[config.mk]
export PLATFORM = sky130hd
export DESIGN_NAME = trz_fifo
export DESIGN_NICKNAME = d
export VERILOG_FILES = /design/src/rtl/trz_pkg.sv /design/src/rtl/trz_fifo.sv
export SDC_FILE = /design/constraint.sdc
export NUM_CORES = 1
export LEC_CHECK = 0
export BUFFER_PORTS_ARGS = -buffer_cell sky130_fd_sc_hd__buf_2
export CORE_MARGIN = 4
export CORE_UTILIZATION = 47
export DETAILED_ROUTE_END_ITERATION = 6
export PLACE_DENSITY = 0.79
export SYNTH_ARGS = -nofsm -noshare
export SYNTH_HDL_FRONTEND = slang
export SYNTH_SLANG_ARGS = --single-unit
[constraint.sdc]
create_clock -name clock -period 12.19 [get_ports clock]
set_clock_uncertainty 0.05 [all_clocks]
set_input_delay 0 -clock clock [delete_from_list [all_inputs] [get_ports clock]]
set_output_delay 0 -clock clock [all_outputs]
set_load 0.02 [all_outputs]
[src/rtl/trz_pkg.sv]
// ----------------------------------------------------------------------------
// trz_pkg
// Shared types and constants of the triangle z-buffer rasterizer: transaction
// codes, field widths, the queued item layout and the state machine types.
// ----------------------------------------------------------------------------
package trz_pkg;

   // transaction codes
   typedef enum logic [1:0] {
      MODE_CLEAR = 2'd0,
      MODE_DRAW  = 2'd1,
      MODE_READ  = 2'd2,
      MODE_NOP   = 2'd3
   } mode_type;

   localparam int COORD_W  = 16;
   localparam int DEPTH_W  = 24;
   localparam int COLOUR_W = 32;
   localparam int INDEX_W  = 14;
   localparam int COUNT_W  = 15;
   localparam int AREA_W   = 35;
   localparam int INV_W    = 24;

   // depth of the queue between front and back
   localparam int QUEUE_DEPTH = 2;

   // one classified transaction as it waits for the back end
   typedef struct packed {
      mode_type                  mode;
      logic [2:0][COORD_W-1:0]   vx;
      logic [2:0][COORD_W-1:0]   vy;
      logic [2:0][DEPTH_W-1:0]   vd;
      logic [COLOUR_W-1:0]       colour;
      logic [INDEX_W-1:0]        read_index;
      logic [AREA_W-1:0]         area;
      logic                      reject;
   } item_type;

   typedef enum logic [1:0] {
      F_IDLE,
      F_MUL,
      F_PUSH
   } front_state_type;

   typedef enum logic [3:0] {
      B_IDLE,
      B_CLEAR,
      B_READ,
      B_INV,
      B_INV_WAIT,
      B_SETUP,
      B_PIX,
      B_MUL,
      B_DIV_START,
      B_DIV_WAIT,
      B_CMP,
      B_RESP
   } back_state_type;

endpackage

[src/rtl/trz_fifo.sv]
// ----------------------------------------------------------------------------
// trz_fifo
// Short queue of classified transactions between front and back end.
// ----------------------------------------------------------------------------
module trz_fifo import trz_pkg::*; (
   input  logic      clock,
   input  logic      reset,
   input  logic      push,
   input  item_type  push_item,
   input  logic      pop,
   output logic      full,
   output logic      empty,
   output item_type  head
);

   localparam int PW = (QUEUE_DEPTH > 1) ? $clog2(QUEUE_DEPTH) : 1;

   item_type        slot_ff [QUEUE_DEPTH];
   logic [PW-1:0]   wr_ff, rd_ff;
   logic [PW:0]     cnt_ff;

   always_comb begin
      full  = (cnt_ff == (PW+1)'(QUEUE_DEPTH));
      empty = (cnt_ff == '0);
      head  = slot_ff[rd_ff];
   end

   // store entries
   always_ff @(posedge clock) begin
      if (push) begin
         slot_ff[wr_ff] <= push_item;
      end
   end

   // advance pointers and count
   always_ff @(posedge clock) begin
      if (reset) begin
         wr_ff  <= '0;
         rd_ff  <= '0;
         cnt_ff <= '0;
      end else begin
         if (push) wr_ff <= (wr_ff == PW'(QUEUE_DEPTH-1)) ? '0 : wr_ff + 1'b1;
         if (pop)  rd_ff <= (rd_ff == PW'(QUEUE_DEPTH-1)) ? '0 : rd_ff + 1'b1;
         cnt_ff <= cnt_ff + (PW+1)'(push) - (PW+1)'(pop);
      end
   end

endmodule

# After elaboration in Yosys (flattened, before gate mapping)
# Memories as Yosys holds them, arrays and structs flattened. A register that Yosys moved wholly into a read port is not among the register bits.
# Cells that the tools add are included.
# classes
addsub	4
eq_ne	1
n_mux	6
n_reduce_logical	1
# op_table
operator	n
1-bit two-way mux	6
1-bit adder, second input constant	2
2-bit by 1-bit adder with 2-bit output	1
2-bit equality test, second input constant	1
2-bit logical NOT	1
2-bit by 1-bit subtractor with 2-bit output	1
# totals
register_bits	4
ram_bits	504
inputBits	256
memories	1
# memory_table
name	words	width	rd	rd_ports_with_merged_regs	write_ports	line_no	rtl
slot_ff	2	252	1	1	1	trz_fifo.sv:18	item_type slot_ff [QUEUE_DEPTH];

# Longest topological paths before layout
# depth
depth_word	4
depth_mapped	6
mapped_depth_nobuf	6

# Worst setup path before layout
# Ideal clock, no wire load.
# synth_timing
kind	reg2reg
start	register wr_ff
end	memory slot_ff[0][0] (netlist bit) (enable)
t_arrival_ns	11.432
required_ns	11.240
setup_slack_ns	-0.192
path_stages_with_launch	2
period_less_slack_ns	12.382
cell_sequence	dfxtp_1 -> nor2b_1
# synth_lines
element	line_no	rtl
from (decl)	trz_fifo.sv:19	logic [PW-1:0] wr_ff, rd_ff;
from (signal assigned)	trz_fifo.sv:42	if (push) wr_ff <= (wr_ff == PW'(QUEUE_DEPTH-1)) ? '0 : wr_ff + 1'b1;
to (decl)	trz_fifo.sv:18	
# No word-level cell before the write port.

==> metrics.md <==
| Metric | Value |
|---|---|
| Status | complete, no violations |
| Drt first pass iters | 5 |
| Die height | 206.2 um |
| Ports | 510 |
| Worst hold slack | 104.2 ps |
| Post-detail-place hpwl | 28,520 um |
| Drt wl/cell | 22.73 um |
| Max rail drop VDD | 0.1734 mV |
| Commonest non-fill, non-tap cells in the layout | buf_2 (509), edfxtp_1 (504), dlygate4sd3_1 (257) |
| Most common cell after layout, fill and taps aside | buf_2 |
| Util after Layout | 66.20% |
| Largest family of logic cells by synthesized area | multiplexers |
| CP endpoint kind | output port |
| 1st-iter DRT viols | 766 |
| # rows | 72 |
| Minimum clock period | 3867 ps |
| Root buffer cell | clkbuf_16 |
| Final Hold Fails | 0 |
| WP data required | 12,140 ps |
| IO Port Bufs | 509 |
| Maxcap violations | 0 |
| Layout cells sized above 1 | 51.19% |
| Critical path class | flop to output port |
| Post-synthesis sequential area ratio | 82.53% |
| Remaining antenna violation count after routing | 0 |
| Period utilization | 31.72% |
| Initial core utilization | 47.66% |
| CTS tree | done |
| Core Area | 38,740 um^2 |
| Setup TNS | 0 ps |
| Die area | 42,510 um^2 |
| Lkg Pwr | 9.666 nW |
| Largest net degree at the start of global routing | 82 |
| Worst slew pin tran | 1109 ps |
| Synth Area in XOR/XNOR | 0.2169% |
| Crit path cell chain | buf_4 -> buf_4 -> mux2_2 -> buf_2 |
| Vias/cell | 5.141 |
| Crit-path max FO | 76 |
| F_max | 0.2586 GHz |
| Gpl congestion | 0.7907 |
| Setup violators final | 0 |
| Deepest clock path buffer count | 3 |
| Power per Cell Area | 162.4 nW/um^2 |
| Worst EP arrival | 3820 ps |
| First-pass GRT wire length | 71,480 um |
| Mux cell area share after synthesis | 15.37% |
| Post-CTS Setup Bufs | 0 |
| H-Tree Depth | 2 |
| Compound-cell area share of the yosys netlist | 0% |
| Drt total wl | 49,270 um |
| Chip width | 206.2 um |
| CP max stage delay | 1000 ps |
| CP startpoint kind | flop |
| Delay-heaviest family, CP | buffers and inverters |
| Tot GR Track Use | 22.23% |
| Mapped Cells | 805 |
| Synth unique cells | 12 |
| Post-Syn Area | 18,460 um^2 |
| Max-slew violation count | 0 |
| Synth warn | 0 |
| Initial antenna violation count | 5 |
| Number of global-route vias before repair | 11,960 |
| Adder-Cell Fraction of Synth Area | 0.1356% |
| GRT Residual Overflow | 0 |
| Synth-to-Final Area Change | 38.91% |
| RSZ-0062 raised after global routing | false |
| CP max-delay cell | dfxtp_4 |
| Final Total Pwr | 4.165 mW |
| Synthesis-stage register bit count | 509 |
| Most used cell, CP | buf_4 |
| Avg Synthesized Cell Area | 22.93 um^2 |
| Nets | 1,862 |
| Worst hold-check path type | input pin to flop |
| Crit path buffers/inverters | 3 |
| Clk_lat worst skew | 570 ps |
| Synthesized Nets | 1,063 |
| CTS buffer count | 49 |
| Via Count | 11,140 |
| DRC viols | 0 |
| Clock slew at reported path FFs | 70 ps |
| Synth Area in Simple Gates | 0.2372% |
| Worst slew margin | 26.05% |
| Clock Sinks | 509 |
## metal layers
metal  wire [um]  global-route usage (%)  vias to the layer above  part of all wire, %
li1            -                       -                     4828                    -
met1       17370                   25.58                     5547                   35
met2       25300                   39.36                      659                   51
met3        4932                   6.543                      106                   10
met4        1657                   8.436                        0                  3.4
met5           0                       0                        -                    0
## sequential cells by signal, indices dropped and copies added, names as in the netlist, named ones only
name	cells
slot_ff	504
cnt_ff	2
rd_ff	1
wr_ff	1
## cell usage after synthesis
| library cell | number | area [um^2] |
|---|---|---|
| and2_1 | 1 | 6.260 |
| buf_2 | 7 | 35.03 |
| nor2b_1 | 3 | 18.77 |
| mux2_2 | 252 | 2838 |
| edfxtp_1 | 504 | 15130 |
| inv_1 | 2 | 7.510 |
| nor2_1 | 5 | 18.77 |
| xnor2_1 | 2 | 17.52 |
| ha_1 | 2 | 25.02 |
| buf_6 | 21 | 236.5 |
| dfxtp_1 | 5 | 100.1 |
| xnor3_1 | 1 | 22.52 |
## metrics by stage
| stage | area (um^2) | cells | setup slack [ps] |
|---|---|---|---|
| CTS | 25630 | 2161 | 8256 |
| global route | 25640 | 2166 | 8139 |
| global placement | 21470 | 1814 | 8934 |
| detailed placement | 21470 | 1814 | 8887 |
| floorplan | 18460 | 805 | 4777 |
| finish | 25640 | 2167 | 8323 |
## area by class of cell
type,instances,area (um^2)
inverters,2,7.507
fillers,2371,13090
multi-input cells,266,2957
flip-flops and latches,509,15240
repair buffers,776,5195
clock inverters,23,216.5
diodes,6,15.01
clock buffers,67,1366
well taps,518,648.1
## power by group
group	internal [mW]	switching (mW)	total (mW)
Combinational	0.246	0.331	0.577
Clock	0.869	0.632	1.50
Sequential	2.05	0.0400	2.09
## timing repair
action / 4_1_cts / 5_1_grt
endpoints found under the hold margin: 539 / 0
gates resized for setup: 0 / 0
hold buffers: 257 / 0
## cells by family after synthesis
group,Yosys count
adders and majority gates,2
buffers and inverters,30
muxes,252
DFF,509
xor gates and xnor gates,3
and+or+nand+nor,9
## final timing paths
kind                     endpoint  slack, ps            from  cells after the start
setup / recovery        head[119]       8320            flop                      4
setup reg to reg  slot_ff[1][139]       8960           wr_ff                      3
hold reg to reg              flop        510           rd_ff                      2
hold / removal    slot_ff[1][244]        100  push_item[244]                      2
Note: power is estimated with default switching activity, not from simulation.
