## config.mk

```make
export PLATFORM = sky130hd
export DESIGN_NAME = trz_front
export DESIGN_NICKNAME = d
export VERILOG_FILES = /design/src/rtl/trz_pkg.sv /design/src/rtl/trz_front.sv
export SDC_FILE = /design/constraint.sdc
export NUM_CORES = 2
export LEC_CHECK = 0
export BUFFER_PORTS_ARGS = -buffer_cell sky130_fd_sc_hd__clkbuf_2
export CAP_MARGIN = 20
export CORE_MARGIN = 4
export CORE_UTILIZATION = 31
export DETAILED_ROUTE_END_ITERATION = 12
export PLACE_DENSITY_LB_ADDON = 0.25
export SETUP_SLACK_MARGIN = 0.4
export SYNTH_ARGS = -nofsm -noshare
export SYNTH_HDL_FRONTEND = slang
export SYNTH_SLANG_ARGS = --single-unit
```

## constraint.sdc

```tcl
create_clock -name clock -period 14.4 [get_ports clock]
set_input_delay 2.88 -clock clock [delete_from_list [all_inputs] [get_ports clock]]
set_output_delay 2.88 -clock clock [all_outputs]
set_load 0.03 [all_outputs]
```

## src/rtl/trz_pkg.sv

```systemverilog
// ----------------------------------------------------------------------------
// trz_pkg
// Shared types and constants of the triangle z-buffer rasterizer: transaction
// codes, field widths, the queued item layout and the state machine types.
// ----------------------------------------------------------------------------
package trz_pkg;

   // transaction codes
   typedef enum logic [1:0] {
      MODE_CLEAR = 2'd0,
      MODE_DRAW  = 2'd1,
      MODE_READ  = 2'd2,
      MODE_NOP   = 2'd3
   } mode_type;

   localparam int COORD_W  = 16;
   localparam int DEPTH_W  = 24;
   localparam int COLOUR_W = 32;
   localparam int INDEX_W  = 14;
   localparam int COUNT_W  = 15;
   localparam int AREA_W   = 35;
   localparam int INV_W    = 24;

   // depth of the queue between front and back
   localparam int QUEUE_DEPTH = 2;

   // one classified transaction as it waits for the back end
   typedef struct packed {
      mode_type                  mode;
      logic [2:0][COORD_W-1:0]   vx;
      logic [2:0][COORD_W-1:0]   vy;
      logic [2:0][DEPTH_W-1:0]   vd;
      logic [COLOUR_W-1:0]       colour;
      logic [INDEX_W-1:0]        read_index;
      logic [AREA_W-1:0]         area;
      logic                      reject;
   } item_type;

   typedef enum logic [1:0] {
      F_IDLE,
      F_MUL,
      F_PUSH
   } front_state_type;

   typedef enum logic [3:0] {
      B_IDLE,
      B_CLEAR,
      B_READ,
      B_INV,
      B_INV_WAIT,
      B_SETUP,
      B_PIX,
      B_MUL,
      B_DIV_START,
      B_DIV_WAIT,
      B_CMP,
      B_RESP
   } back_state_type;

endpackage

```

## src/rtl/trz_front.sv

```systemverilog
// ----------------------------------------------------------------------------
// trz_front
// Accepts transactions, works out the signed triangle area and the reject
// flag, and pushes the classified transaction into the queue.
// ----------------------------------------------------------------------------
module trz_front import trz_pkg::*; (
   input  logic                 clock,
   input  logic                 reset,
   input  logic                 start,
   input  logic                 hold,
   output logic                 busy,
   input  logic [1:0]           req_mode,
   input  logic [COORD_W-1:0]   req_v0_x,
   input  logic [COORD_W-1:0]   req_v0_y,
   input  logic [DEPTH_W-1:0]   req_v0_depth,
   input  logic [COORD_W-1:0]   req_v1_x,
   input  logic [COORD_W-1:0]   req_v1_y,
   input  logic [DEPTH_W-1:0]   req_v1_depth,
   input  logic [COORD_W-1:0]   req_v2_x,
   input  logic [COORD_W-1:0]   req_v2_y,
   input  logic [DEPTH_W-1:0]   req_v2_depth,
   input  logic [COLOUR_W-1:0]  req_fill_colour,
   input  logic [INDEX_W-1:0]   req_read_index,
   input  logic                 q_full,
   output logic                 q_push,
   output item_type             q_item
);

   front_state_type           state_ff, state_in;
   item_type                  item_ff;
   logic signed [33:0]        p1_ff, p2_ff;
   logic                      accept;
   logic signed [16:0]        dx1, dy1, dx2, dy2;
   logic signed [AREA_W-1:0]  area;
   logic                      depth_bad;

   // next state
   always_comb begin
      state_in = state_ff;
      case (state_ff)
         F_IDLE: begin
            if (accept) state_in = F_MUL;
         end
         F_MUL: begin
            state_in = F_PUSH;
         end
         F_PUSH: begin
            if (!q_full) state_in = F_IDLE;
         end
         default: begin
            state_in = F_IDLE;
         end
      endcase
   end

   // handshake outputs
   always_comb begin
      busy   = (state_ff != F_IDLE) || hold;
      accept = start && !busy;
      q_push = (state_ff == F_PUSH) && !q_full;
   end

   always_ff @(posedge clock) begin
      if (reset) begin
         state_ff <= F_IDLE;
      end else begin
         state_ff <= state_in;
      end
   end

   // capture the transaction
   always_ff @(posedge clock) begin
      if (accept) begin
         item_ff.mode       <= mode_type'(req_mode);
         item_ff.vx         <= {req_v2_x, req_v1_x, req_v0_x};
         item_ff.vy         <= {req_v2_y, req_v1_y, req_v0_y};
         item_ff.vd         <= {req_v2_depth, req_v1_depth, req_v0_depth};
         item_ff.colour     <= req_fill_colour;
         item_ff.read_index <= req_read_index;
         item_ff.area       <= '0;
         item_ff.reject     <= 1'b0;
      end
   end

   // edge vectors from vertex 0
   always_comb begin
      dx1 = 17'($signed(item_ff.vx[1])) - 17'($signed(item_ff.vx[0]));
      dy1 = 17'($signed(item_ff.vy[1])) - 17'($signed(item_ff.vy[0]));
      dx2 = 17'($signed(item_ff.vx[2])) - 17'($signed(item_ff.vx[0]));
      dy2 = 17'($signed(item_ff.vy[2])) - 17'($signed(item_ff.vy[0]));
   end

   // cross products, registered
   always_ff @(posedge clock) begin
      if (state_ff == F_MUL) begin
         p1_ff <= dx1 * dy2;
         p2_ff <= dy1 * dx2;
      end
   end

   // area and reject
   always_comb begin
      area      = AREA_W'(p1_ff) - AREA_W'(p2_ff);
      depth_bad = ($signed(item_ff.vd[0]) <= 0) || ($signed(item_ff.vd[1]) <= 0) ||
                  ($signed(item_ff.vd[2]) <= 0);
      q_item        = item_ff;
      q_item.area   = area;
      q_item.reject = depth_bad || (area == '0);
   end

endmodule

```

# == Word level (Yosys, flattened, before mapping) ==
# Index checks and enable logic that the tools add are counted.
# totals
ff_bits,286
in_bits,221
# classes
n_reduce_logical,12
addsub,5
n_mul,2
n_lt_le_gt_ge,3
muxes,3
n_eq_ne,4
# op_table
cell,count
24-bit by 1-bit <= comparator with 1-bit output (second input constant),3
17-bit by 17-bit multiplier with 34-bit output,2
16-bit by 16-bit subtractor with 17-bit output,4
35-bit logical NOT,1
34-bit by 34-bit subtractor with 35-bit output,1
2-bit case mux with 3 select lines,1
1-bit logical OR,4
2-bit 2-to-1 mux,2
2-bit != test (second input constant),2
2-bit by 1-bit == test with 1-bit output (second input constant),1
2-bit == test (second input constant),1
1-bit logical AND,2
1-bit logical NOT,2
2-bit logical NOT,1
2-bit AND reduction,1
2-bit nonzero test,1

# == Logic depth before layout (Yosys ltp) ==
# depth
word_depth,6
mapped_depth,38
ltp_nobuf,37

# == Worst setup path after synthesis ==
# Ideal clock, no wire load.
# synth_timing
path_type,input -> register
startpoint,input hold
endpoint,"register item_ff (netlist bit q_item[100]), enable pin"
required_time_ps,13603
setup_slack_ps,1206
path_stages,2
n_path_buf,0
t_arrival_ps,12397
cell_sequence,or3_1 -> nor2_1
# synth_via
elab_chain_cells,3
# synth_rtl
element,line_no,source
from (decl),trz_front.sv:10,"input logic hold,"
1-bit logical OR,trz_front.sv:58,busy = (state_ff != F_IDLE) || hold;
1-bit logical NOT,trz_front.sv:59,accept = start && !busy;
1-bit logical AND,trz_front.sv:59,
via accept,trz_front.sv:32,logic accept;
to (decl),trz_front.sv:30,item_type item_ff;
# The timed path passes the listed nets, and every way through them passes these cells.
# A chain may end at the register's enable or synchronous reset.

# == Final worst setup path ==
# layout_timing
startpoint,register item_ff (netlist bit q_item[154])
endpoint,register p2_ff[33] (data pin)
# layout_via
elab_chain_cells,2
# layout_rtl
element,line_no,source
16-bit by 16-bit subtractor with 17-bit output,trz_front.sv:88,dy1 = 17'($signed(item_ff.vy[1])) - 17'($signed(item_ff.vy[0]));
17-bit by 17-bit multiplier with 34-bit output,trz_front.sv:97,p2_ff <= dy1 * dx2;
to (signal assigned),trz_front.sv:97,
to (decl),trz_front.sv:31,"logic signed [33:0] p1_ff, p2_ff;"
# Every way passes these cells.

==> results.cfg <==
[cts]
clock_sinks = 286
ctsHoldBuffers = 0
cts_max_level = 2
cts_resized = 0
clk_pin_slew_ns = 0.07
cts_buffer_depth = 3
cts_buffers = 39
cts_root_buf = clkbuf_16
clock_latency_ns = 0.62
post_cts_buffers = 0
cts_tree = built

[synth]
synth_edf_count = 284
avgSynthCellArea_um2 = 10.09
syn-num-nets = 4607
async_reset_ff_share_pct = 0
synth.ff_latch_count = 286
synth_ff_type = edfxtp_1
netlist_instances = 3521
ys_seq_area_share_pct = 24.12
ys.warnings.count = 0
syn_area_um2 = 35520
synth.distinct_cells = 92

[outcome]
status = completed

[setup_path]
critPathMaxStageDelay_ns = 0.81
critPathRequiredTime_ns = 14.75
crit_type = flop to flop
arrival_ns = 10.86
path_max_fanout = 13
cpMostUsedCell = fa_1
cp_slowest_cell = nor2_1
endpoint_kind = flop
start_kind = flop

[floorplanning]
die_h_um = 346.5
pin_count = 475
initial_utilization_pct = 31.40
dieArea_um2 = 120100
rows = 123
core_um2 = 113100
die_w_um = 346.5

[global_routing]
grtUsageTotal_pct = 20.32
grt_pass1_wl_um = 181400
grt_overflow = 0
grt_max_degree = 72
grt_pass1_vias = 28312
antenna_found_initial = 6

[sta]
timing.final.crit_share_pct = 72.99
fin_skew_ns = 0.03362
fmax_mhz = 95.14
slew_headroom_pct = 23.38
slew_viol_final = 0
tightest_slew_ns = 1.145
rsz0062_at_grt = no
final.min_clock_period_ns = 10.51
finalHoldViolations = 0
finalSetupTns_ns = 0
setup_viol = 0

[placed_design]
place_congestion = 0.9167
hpwl_um = 103700
io_buffers = 474

[detailed_routing]
first_iter_violations = 1846
vias = 26746
wl_um = 121500
ant_nets = 0
viasPerCell = 4.823
dr.pass1.iters = 5
wl_per_cell_um = 21.91
drc = 0

[finish]
nFillCells = 11481
final_layout_size_suffix_gt1_share_pct = 16.37
nets = 5101
area_delta_synth_final_pct = 16.46

[flow_run]
drv_cap = 0

[worst_hold_path]
hp-class = flop to flop
-- cell usage in the layout (no fill, tap or decap), drive strengths merged, types with 63 or more instances in the layout --
cell    synthesis  routed
edfxtp        284     284
inv           753     757
ha            267     267
fa            598     598
nor3           79      79
clkbuf         71     518
nor2          309     309
buf            13      63
nand2         333     333
xnor2         104     104
o21ai          78      78
a21oi         105     105
-- flip-flops by register name, summed over array words and instances (netlist names) --
| name | flops |
|---|---|
| p2_ff | 34 |
| state_ff | 2 |
| p1_ff | 34 |
| q_item | 216 |
-- final cells by class --
type / instances / area (µm²) / share of cell area, %
multi-input combinational: 2396 / 23860 / 57.68
sequential: 286 / 8568 / 20.71
timing repair buffer: 537 / 2859 / 6.911
inverter: 755 / 2848 / 6.884
tap: 1500 / 1877 / 4.537
clock buffer: 44 / 994.7 / 2.405
clock inverter: 25 / 356.6 / 0.8620
antenna: 2 / 5.005 / 0.01210
-- path summary, 6_finish.rpt --
| kind | from | end | slack (ns) | depth (start not counted) |
|---|---|---|---|---|
| max | q_item[154]$_DFFE_PP_ | p2_ff[33]$_DFFE_PN_ | 3.89 | 35 |
| min | state_ff[0]$_SDFFE_PP0P_ | state_ff[1]$_SDFFE_PP0P_ | 0.66 | 3 |
| max reg2reg | q_item[154]$_DFFE_PP_ | p2_ff[33]$_DFFE_PN_ | 3.89 | 35 |
| min reg2reg | state_ff[0]$_SDFFE_PP0P_ | state_ff[1]$_SDFFE_PP0P_ | 0.66 | 3 |
-- layer usage --
metal	vias to the layer above	share of wire [%]	track usage, %
met2	954	46	32.88
li1	12191	-	-
met5	-	0.011	0
met4	2	4.8	7.895
met3	151	9.7	6.400
met1	13448	40	25.39
-- cells by family after synthesis --
logic type | Yosys count | synth area share, %
AND/OR/NAND/NOR | 1012 | 13.04
adder cells (fa/ha/maj) | 865 | 43.11
buffers and inverters | 839 | 9.021
AO/OA/AOI/OAI | 373 | 7.084
flip-flops | 286 | 24.12
XOR/XNOR | 140 | 3.452
multiplexers | 6 | 0.1726
-- cell usage after synthesis (16+ instances only) --
cell type | count | area share (%)
nand2b_1 | 43 | 0.76
clkbuf_1 | 70 | 0.74
nor4_1 | 24 | 0.42
nor3_1 | 79 | 1.1
o21ai_0 | 57 | 0.80
and2_1 | 28 | 0.49
nor2_1 | 309 | 3.3
and3_1 | 19 | 0.33
fa_1 | 598 | 34
or2_2 | 17 | 0.30
nor2b_1 | 49 | 0.86
a21oi_1 | 100 | 1.4
or3_1 | 22 | 0.39
nand3_1 | 48 | 0.68
nand4_1 | 16 | 0.28
nand2_1 | 332 | 3.5
o21ai_1 | 19 | 0.27
o21a_1 | 17 | 0.36
a21o_1 | 32 | 0.68
xnor2_1 | 104 | 2.6
ha_1 | 267 | 9.4
edfxtp_1 | 284 | 24
xor2_1 | 36 | 0.89
inv_1 | 753 | 8.0
-- through the flow --
stage	worst slack, ns	hold WS, ns	cell area (µm²)	std cells	utilization, %
after detailed placement	4.004	0.6642	39980	5472	35.35
after floorplan	1.206	0.5695	35520	3521	-
after global routing	3.295	0.7397	41370	5544	36.57
final	3.889	0.6592	41370	5545	36.57
after global placement	4.162	0.6486	39970	5470	35.33
after CTS	3.941	0.6865	41330	5541	36.54
-- critical path: cells and delay by family, from the launching register on --
kind                       cells  cell delay (ns)
and+or+nand+nor                3             1.11
AOI/OAI and AO/OA             16             4.25
buffers and inverters          6             0.30
adders and majority gates      9             4.01
DFF                            1             0.50
xor gates and xnor gates       1             0.08
Power is left out: the tool's default activity adds up to more than one toggle a clock period on the data nets, which glitch-free logic cannot reach.
